File: src/sv/prrs_pkg.sv
// Shared codes and default sizes for the priority round-robin task scheduler.
package prrs_pkg;

  localparam int MAX_TASKS_DEF     = 8;
  localparam int PRIORITY_BITS_DEF = 8;
  localparam int SLEEP_BITS_DEF    = 16;
  localparam int SP_W              = 64;

  // operation codes
  typedef enum logic [2:0] {
    FN_CREATE   = 3'd0,
    FN_SWITCH   = 3'd1,
    FN_TICK     = 3'd2,
    FN_SET_ST   = 3'd3,
    FN_SET_PRIO = 3'd4,
    FN_RESTORE  = 3'd5,
    FN_SLEEP    = 3'd6,
    FN_QUERY    = 3'd7
  } func_t;

  // task states
  typedef enum logic [1:0] {
    TS_READY    = 2'd0,
    TS_RUNNING  = 2'd1,
    TS_SLEEPING = 2'd2,
    TS_BLOCKED  = 2'd3
  } tstate_t;

  // result status codes
  typedef enum logic [1:0] {
    STAT_OK      = 2'd0,
    STAT_FULL    = 2'd1,
    STAT_BAD_ID  = 2'd2,
    STAT_NO_TASK = 2'd3
  } status_t;

endpackage

File: src/sv/priority_round_robin_task_scheduler.sv
// Top level of the priority round-robin task scheduler: task table memory and sequencer.
//
//  channel | valid     | stall     | payload
//  --------+-----------+-----------+----------------------------------------------------
//  in      | in_valid  | in_stall  | func task_id stack_pointer priority_req new_state
//          |           |           | sleep_len
//  out     | out_valid | out_stall | status task_id_out stack_pointer_out priority_out
//          |           |           | running_id
//
// Create and error answers use the dispatch and done states; set state, set priority,
// restore and query also use the modify state. Tick adds a wake-up pass over the N created
// tasks (none if the table is empty), switch or sleep a save and a scan: the task table has
// one read port, so the wake-up pass and the switch scan read one entry a cycle. Reset clears
// the task count, the running index and the sequencer; table contents are only read once
// written. A waiting result stalls only the completion of the following transaction.
module priority_round_robin_task_scheduler #(
  parameter int MAX_TASKS     = prrs_pkg::MAX_TASKS_DEF,
  parameter int PRIORITY_BITS = prrs_pkg::PRIORITY_BITS_DEF,
  parameter int SLEEP_BITS    = prrs_pkg::SLEEP_BITS_DEF,
  localparam int IW           = $clog2(MAX_TASKS),
  localparam int CW           = $clog2(MAX_TASKS + 1)
) (
  input  logic                       clk,
  input  logic                       rst,
  input  logic                       in_valid,
  output logic                       in_stall,
  input  logic [2:0]                 func,
  input  logic [IW-1:0]              task_id,
  input  logic [prrs_pkg::SP_W-1:0]  stack_pointer,
  input  logic [PRIORITY_BITS-1:0]   priority_req,
  input  logic [1:0]                 new_state,
  input  logic [SLEEP_BITS-1:0]      sleep_len,
  output logic                       out_valid,
  input  logic                       out_stall,
  output logic [1:0]                 status,
  output logic [IW-1:0]              task_id_out,
  output logic [prrs_pkg::SP_W-1:0]  stack_pointer_out,
  output logic [PRIORITY_BITS-1:0]   priority_out,
  output logic [IW-1:0]              running_id
);

  typedef struct packed {
    prrs_pkg::tstate_t          st;
    logic [PRIORITY_BITS-1:0]   prio;
    logic [PRIORITY_BITS-1:0]   base;
    logic [SLEEP_BITS-1:0]      slp;
    logic [prrs_pkg::SP_W-1:0]  sp;
  } entry_t;

  typedef enum logic [3:0] {
    S_IDLE, S_DISP, S_MOD, S_SWMOD, S_SCAN, S_TICK, S_FIN, S_DONE
  } seq_t;

  seq_t                       seq;
  // latched transaction
  prrs_pkg::func_t            func_r;
  logic [IW-1:0]              id_r;
  logic [prrs_pkg::SP_W-1:0]  sp_r;
  logic [PRIORITY_BITS-1:0]   prio_r;
  prrs_pkg::tstate_t          nst_r;
  logic [SLEEP_BITS-1:0]      ticks_r;
  // scheduler state
  logic [CW-1:0]              count;
  logic [IW-1:0]              cur;
  // pass control
  logic [IW-1:0]              ptr;
  logic [CW-1:0]              issued;
  logic                       pend;
  logic [IW-1:0]              pend_idx;
  logic                       found;
  logic [IW-1:0]              best;
  entry_t                     best_ent;
  // pending result
  prrs_pkg::status_t          res_status;
  logic [IW-1:0]              res_id;
  logic                       res_id_new;
  logic [prrs_pkg::SP_W-1:0]  res_sp;
  logic [PRIORITY_BITS-1:0]   res_prio;

  // task table
  entry_t                     mem [MAX_TASKS];
  entry_t                     rd_data;
  logic                       mem_re;
  logic [IW-1:0]              mem_ra;
  logic                       mem_we;
  logic [IW-1:0]              mem_wa;
  entry_t                     mem_wd;

  logic                       id_ok;
  logic [IW-1:0]              ptr_next;
  logic                       scan_take;
  entry_t                     tick_ent;
  entry_t                     sw_ent;
  logic [SLEEP_BITS-1:0]      slp_dec;

  assign in_stall = (seq != S_IDLE);
  assign id_ok    = (CW'(id_r) < count);
  assign ptr_next = (CW'(ptr) == count - CW'(1)) ? '0 : ptr + IW'(1);

  // scan candidate: ready and strictly more urgent, or first ready seen
  assign scan_take = pend && (rd_data.st == prrs_pkg::TS_READY) &&
                     (!found || (rd_data.prio < best_ent.prio));

  // one tick applied to a returned entry
  always_comb begin
    tick_ent = rd_data;
    slp_dec  = (rd_data.slp != '0) ? rd_data.slp - SLEEP_BITS'(1) : '0;
    if (rd_data.st == prrs_pkg::TS_SLEEPING) begin
      tick_ent.slp = slp_dec;
      if (slp_dec == '0) tick_ent.st = prrs_pkg::TS_READY;
    end
  end

  // running task saved and demoted (or put to sleep)
  always_comb begin
    sw_ent    = rd_data;
    sw_ent.sp = sp_r;
    if (func_r == prrs_pkg::FN_SLEEP) begin
      sw_ent.st  = prrs_pkg::TS_SLEEPING;
      sw_ent.slp = ticks_r;
    end else if (rd_data.st == prrs_pkg::TS_RUNNING) begin
      sw_ent.st = prrs_pkg::TS_READY;
    end
  end

  // table port controls
  always_comb begin
    mem_re = 1'b0;
    mem_ra = '0;
    mem_we = 1'b0;
    mem_wa = '0;
    mem_wd = rd_data;
    case (seq)
      S_DISP: begin
        case (func_r)
          prrs_pkg::FN_CREATE: begin
            mem_we      = (count != CW'(MAX_TASKS));
            mem_wa      = count[IW-1:0];
            mem_wd.st   = prrs_pkg::TS_READY;
            mem_wd.prio = prio_r;
            mem_wd.base = prio_r;
            mem_wd.slp  = '0;
            mem_wd.sp   = sp_r;
          end
          prrs_pkg::FN_SWITCH, prrs_pkg::FN_SLEEP: begin
            mem_re = (count != '0);
            mem_ra = cur;
          end
          prrs_pkg::FN_TICK: begin
            mem_re = (count != '0);
            mem_ra = '0;
          end
          default: begin
            mem_re = id_ok;
            mem_ra = id_r;
          end
        endcase
      end
      S_MOD: begin
        mem_we = (func_r != prrs_pkg::FN_QUERY);
        mem_wa = id_r;
        case (func_r)
          prrs_pkg::FN_SET_ST:   mem_wd.st   = nst_r;
          prrs_pkg::FN_SET_PRIO: mem_wd.prio = prio_r;
          prrs_pkg::FN_RESTORE:  mem_wd.prio = rd_data.base;
          default:               mem_wd      = rd_data;
        endcase
      end
      S_SWMOD: begin
        mem_we = 1'b1;
        mem_wa = cur;
        mem_wd = sw_ent;
      end
      S_SCAN: begin
        mem_re = (issued != count);
        mem_ra = ptr;
      end
      S_TICK: begin
        mem_re = (issued != count);
        mem_ra = ptr;
        mem_we = pend;
        mem_wa = pend_idx;
        mem_wd = tick_ent;
      end
      S_FIN: begin
        mem_we    = 1'b1;
        mem_wa    = best;
        mem_wd    = best_ent;
        mem_wd.st = prrs_pkg::TS_RUNNING;
      end
      default: begin
        mem_re = 1'b0;
      end
    endcase
  end

  // synchronous table, one read and one write port
  always_ff @(posedge clk) begin
    if (mem_we) mem[mem_wa] <= mem_wd;
    if (mem_re) rd_data <= mem[mem_ra];
  end

  // sequencer
  always_ff @(posedge clk) begin
    if (rst) begin
      seq       <= S_IDLE;
      count     <= '0;
      cur       <= '0;
      out_valid <= 1'b0;
      pend      <= 1'b0;
      found     <= 1'b0;
    end else begin
      if (out_valid && !out_stall && (seq != S_DONE)) out_valid <= 1'b0;
      case (seq)
        S_IDLE: begin
          if (in_valid) begin
            func_r  <= prrs_pkg::func_t'(func);
            id_r    <= task_id;
            sp_r    <= stack_pointer;
            prio_r  <= priority_req;
            nst_r   <= prrs_pkg::tstate_t'(new_state);
            ticks_r <= sleep_len;
            seq     <= S_DISP;
          end
        end
        S_DISP: begin
          res_sp <= '0;
          res_id <= count[IW-1:0];
          case (func_r)
            prrs_pkg::FN_CREATE: begin
              res_prio <= '0;
              seq      <= S_DONE;
              if (count == CW'(MAX_TASKS)) begin
                res_status <= prrs_pkg::STAT_FULL;
                res_id_new <= 1'b0;
              end else begin
                res_status <= prrs_pkg::STAT_OK;
                count      <= count + CW'(1);
                res_id_new <= 1'b1;
              end
            end
            prrs_pkg::FN_SWITCH, prrs_pkg::FN_SLEEP: begin
              res_prio   <= '0;
              res_id_new <= 1'b0;
              if (count == '0) begin
                res_status <= prrs_pkg::STAT_NO_TASK;
                seq        <= S_DONE;
              end else begin
                res_status <= prrs_pkg::STAT_OK;
                seq        <= S_SWMOD;
              end
            end
            prrs_pkg::FN_TICK: begin
              res_prio   <= '0;
              res_id_new <= 1'b0;
              res_status <= prrs_pkg::STAT_OK;
              if (count != '0) begin
                ptr      <= (count == CW'(1)) ? '0 : IW'(1);
                issued   <= CW'(1);
                pend     <= 1'b1;
                pend_idx <= '0;
                seq      <= S_TICK;
              end else begin
                seq <= S_DONE;
              end
            end
            default: begin
              res_id_new <= 1'b0;
              if (id_ok) begin
                res_status <= prrs_pkg::STAT_OK;
                res_prio   <= '0;
                seq        <= S_MOD;
              end else begin
                res_status <= prrs_pkg::STAT_BAD_ID;
                res_prio   <= (func_r == prrs_pkg::FN_QUERY) ? '1 : '0;
                seq        <= S_DONE;
              end
            end
          endcase
        end
        S_MOD: begin
          if (func_r == prrs_pkg::FN_QUERY) res_prio <= rd_data.prio;
          seq <= S_DONE;
        end
        S_SWMOD: begin
          best_ent <= sw_ent;
          best     <= cur;
          found    <= 1'b0;
          ptr      <= (CW'(cur) == count - CW'(1)) ? '0 : cur + IW'(1);
          issued   <= '0;
          pend     <= 1'b0;
          seq      <= S_SCAN;
        end
        S_SCAN: begin
          if (scan_take) begin
            best_ent <= rd_data;
            best     <= pend_idx;
            found    <= 1'b1;
          end
          pend     <= mem_re;
          pend_idx <= ptr;
          if (mem_re) begin
            ptr    <= ptr_next;
            issued <= issued + CW'(1);
          end else if (!pend) begin
            seq <= S_FIN;
          end
        end
        S_TICK: begin
          pend     <= mem_re;
          pend_idx <= ptr;
          if (mem_re) begin
            ptr    <= ptr_next;
            issued <= issued + CW'(1);
          end else if (!pend) begin
            seq <= S_DONE;
          end
        end
        S_FIN: begin
          cur    <= best;
          res_sp <= best_ent.sp;
          seq    <= S_DONE;
        end
        S_DONE: begin
          if (!out_valid || !out_stall) begin
            out_valid         <= 1'b1;
            status            <= res_status;
            task_id_out       <= res_id_new ? res_id : cur;
            stack_pointer_out <= res_sp;
            priority_out      <= res_prio;
            running_id        <= cur;
            seq               <= S_IDLE;
          end
        end
        default: seq <= S_IDLE;
      endcase
    end
  end

endmodule
File: config.mk
export PLATFORM = sky130hd
export DESIGN_NAME = priority_round_robin_task_scheduler
export DESIGN_NICKNAME = d
export VERILOG_FILES = /design/src/sv/prrs_pkg.sv /design/src/sv/priority_round_robin_task_scheduler.sv
export SDC_FILE = /design/constraint.sdc
export NUM_CORES = 2
export LEC_CHECK = 0
export BUFFER_PORTS_ARGS = -buffer_cell sky130_fd_sc_hd__buf_2
export CORE_MARGIN = 4
export CORE_UTILIZATION = 43
export DETAILED_ROUTE_END_ITERATION = 10
export GPL_TIMING_DRIVEN = 0
export SETUP_SLACK_MARGIN = 0.4
export SYNTH_ARGS = -nofsm -noshare
export SYNTH_HDL_FRONTEND = slang
export SYNTH_SLANG_ARGS = --single-unit
File: constraint.sdc
create_clock -name clk -period 25.2 [get_ports clk]
set_input_delay 5.04 -clock clk [delete_from_list [all_inputs] [get_ports clk]]
set_output_delay 5.04 -clock clk [all_outputs]
set_load 0.01 [all_outputs]
==> results.md <==
* Placed Instance Area at 53,700 µm²
* Switching Fraction at 0.325
* Crit. End Element: output pin
* Fin crit period at about 7900 ps
* Total clock sinks at roughly 1.3k
* Root Buffer: clkbuf_16
* Maximum VDD drop at ~0.073 mV
* Vias in the first global route at a little under 30k
* Flop pwr share at 0.444
* Area delta synth->final at 17.2%
* Crit-path max FO at 10
* Worst-Margin Slew at 1380 ps
* Util after Layout at 0.508
* Placed insts at between 4k and 5k
* Switch Pwr at ~0.0023 W
* Pin count of the biggest net entering global routing at 31
* Initial DRC count at roughly 3.0k
* Register area share after synthesis at 0.760
* Ys async rst share at 0
* Gpl congestion at 0.893
* First-pass GRT wire length at around 200 mm
* CTS tree: yes
* Routed vias/inst at a little under 6
* Starting Density at 0.433
* Synth Register Bits at about 1.3k
* Post-synth EDFFs at 1,245
* Syn Nets at 3,003
* Initial antenna violation count at 1
* Drt drc at 0
* DR WL/cell at around 28 µm
* Final Cycle Share at 0.315
* Most common cell after layout, fill and taps aside: edfxtp_1
* Final Max Tran Viols at 0
* Setup CP Type: flip-flop to output pin
* Pwr dens at approximately 120 nW/µm²
* Max Buffers Root-to-Sink at 3
* Final hold slack at ~410 ps
* Worst min-delay path class: flip-flop to flip-flop
* Post_cts resized at 0
* Detail Route Antenna Nets at 0
* Leak at between 20 and 25 nW
* CP Launch Type: flip-flop
* Clock Pin Slew Worst Setup and Hold Paths at ~60 ps
* Synth warnings at 0
* CP required at approximately 20,000 ps
* Top_reg_cell synth: edfxtp_1
* Post-Syn Instances at 2,886
* Unrepaired setup endpoints after global routing: no
* First-pass detailed-route iteration total at 7
* # Max-Cap Violations at 0
* Gate power share at 0.279
* Via count at about 29k
* Die W at ~350 µm
* Clock power frac at 0.277
* Share of cells above drive strength 1 at 0.196
* Die area at between 100,000 and 150,000 µm²
* Die Y-Extent at approximately 350 µm
* Final Setup Violations at 0
* Avg Cell Area, Syn at about 17 µm²
* Post-CTS setup buffers at 0
* CTS H-Tree Depth at 4
* Fin cells at between 4k and 5k
* Fmax at ~130 MHz
* Commonest non-fill, non-tap cells in the layout: 1,245 x edfxtp_1, 303 x mux2i_1, 272 x nand2_1
* Fin. Hold Viols at 0
* Final Skew at 27.2 ps
* Final nets at 3,395
* Cts bufs inserted at between 100 and 150
* Internal Power at between 0.004 and 0.005 W
* Synthesized cell area at between 40,000 and 50,000 µm²
* Num rows at around 120
* Core area at ~110,000 µm²
* GRT Residual Overflow at 0
* Post-synth cell types at slightly above 70
* Tot GR Track Use at 0.221
* Status: finished, final reports clean
* Final wirelength at around 140 mm
* Detailed Place HPWL at 89.9 mm
* Relative slew margins at 0.0700
* I/O pin total at between 150 and 200
* Port bufs at approximately 180
* Cts hold-fix bufs at 0
* Post-Layout Inst Area at around 58,000 µm²
* CP arrival at ~2900 ps
* Worst-Skew Late Latency at approximately 740 ps
==> synth_stat cells (3+ instances only) <==
| master | n | area share |
|---|---|---|
| mux2_2 | 82 | 0.019 |
| ha_1 | 17 | 0.0043 |
| o22ai_1 | 5 | 0.00063 |
| o311ai_0 | 6 | 0.0011 |
| a21oi_1 | 62 | 0.0063 |
| nand4_1 | 4 | 0.00051 |
| edfxtp_1 | 1245 | 0.75 |
| nor2b_1 | 11 | 0.0014 |
| a32o_1 | 99 | 0.020 |
| nor3_1 | 19 | 0.0019 |
| nand2_1 | 272 | 0.021 |
| nor2_1 | 71 | 0.0054 |
| and2_1 | 3 | 0.00038 |
| a41o_1 | 3 | 0.00061 |
| o21ai_0 | 55 | 0.0056 |
| a221oi_2 | 37 | 0.011 |
| buf_4 | 17 | 0.0026 |
| buf_1 | 11 | 0.00083 |
| nand2b_1 | 12 | 0.0015 |
| dfxtp_1 | 13 | 0.0053 |
| nand3_1 | 15 | 0.0015 |
| a31oi_1 | 3 | 0.00038 |
| a22o_1 | 7 | 0.0012 |
| nor4_1 | 6 | 0.00076 |
| inv_1 | 30 | 0.0023 |
| a222oi_1 | 17 | 0.0034 |
| nor4b_1 | 3 | 0.00053 |
| nor3b_1 | 4 | 0.00061 |
| or3_1 | 9 | 0.0011 |
| xnor2_1 | 11 | 0.0019 |
| a221o_1 | 68 | 0.014 |
| a21o_1 | 14 | 0.0021 |
| a2111oi_0 | 3 | 0.00053 |
| a22oi_1 | 6 | 0.00091 |
| xor2_1 | 11 | 0.0019 |
| clkbuf_1 | 101 | 0.0077 |
| and3_1 | 64 | 0.0081 |
| buf_2 | 52 | 0.0053 |
| a221oi_1 | 67 | 0.012 |
| o21a_1 | 3 | 0.00045 |
| a211oi_1 | 5 | 0.00076 |
| o211ai_1 | 4 | 0.00061 |
| mux2i_1 | 303 | 0.061 |
==> through the flow <==
stage	setup TNS (ps)	setup slack, ps	total power [W]
6_report	0	17250	0.00695
5_1_grt	0	17140	0.00723
4_1_cts	0	17280	0.00698
3_5_place_dp	0	17820	0.00505
3_3_place_gp	-108800	-1130	0.00503
2_1_floorplan	0	11720	0.00429
==> final timing paths <==
kind	from	end	slack, ps	cells after the start
setup / recovery	seq[2]	in_stall	17250	4
hold / removal	res_sp[16]	stack_pointer_out[16]	410	0
setup reg to reg	seq[1]	mem[4][87]	20750	9
hold reg to reg	res_sp[16]	stack_pointer_out[16]	410	0
==> state kept, by name (all words and copies together), names as in the netlist, 4 cells and up <==
| register | count |
|---|---|
| sp_r | 64 |
| count | 4 |
| ticks_r | 16 |
| issued | 4 |
| prio_r | 8 |
| res_sp | 64 |
| res_prio | 8 |
| mem | 784 |
| stack_pointer_out | 64 |
| priority_out | 8 |
| best_ent | 96 |
| rd_data | 98 |
==> routing by layer <==
metal,global-route usage,part of all wire,wire length (µm),vias up
met2,0.359,0.48,65100,1319
li1,-,-,-,12400
met3,0.0553,0.086,11700,231
met1,0.297,0.41,55600,14800
met5,0,0,0,-
met4,0.0672,0.027,3700,0
==> critical path: stages, from the launching register on <==
cell,delay (ps)
dfxtp_1,410
clkbuf_1,450
clkbuf_1,770
or3_1,360
buf_2,180
==> layout make-up <==
type	count	area, µm²
diodes	3	7.51
plain buffers	183	831
clock buffers	163	3500
clock inverters	80	788
fillers	9248	56300
inverters	30	113
multi-input cells	1415	11100
flip-flops and latches	1258	37600
well taps	1512	1890
repair buffers	257	2190
==> logic make-up (layout without fill, tap and decap cells) <==
| logic type | after synthesis | in the layout | share of synthesized area |
|---|---|---|---|
| AO/OA/AOI/OAI | 484 | 484 | 0.0858 |
| XOR/XNOR | 22 | 22 | 0.00389 |
| buffers and inverters | 213 | 713 | 0.0190 |
| flip-flops | 1258 | 1258 | 0.760 |
| other | 0 | 3 | 0 |
| adder cells (fa/ha/maj) | 17 | 17 | 0.00429 |
| multiplexers | 386 | 386 | 0.0802 |
| AND/OR/NAND/NOR | 506 | 506 | 0.0466 |
==> power by group through the flow <==
stage          Sequential [W]  Clock [W]  Combinational (W)
2_1_floorplan         0.00313          0            0.00116
3_3_place_gp          0.00326          0            0.00176
3_5_place_dp          0.00313          0            0.00192
4_1_cts               0.00309    0.00196            0.00193
5_1_grt               0.00311    0.00205            0.00207
6_report              0.00309    0.00192            0.00194
(Power assumes the default switching activity.)
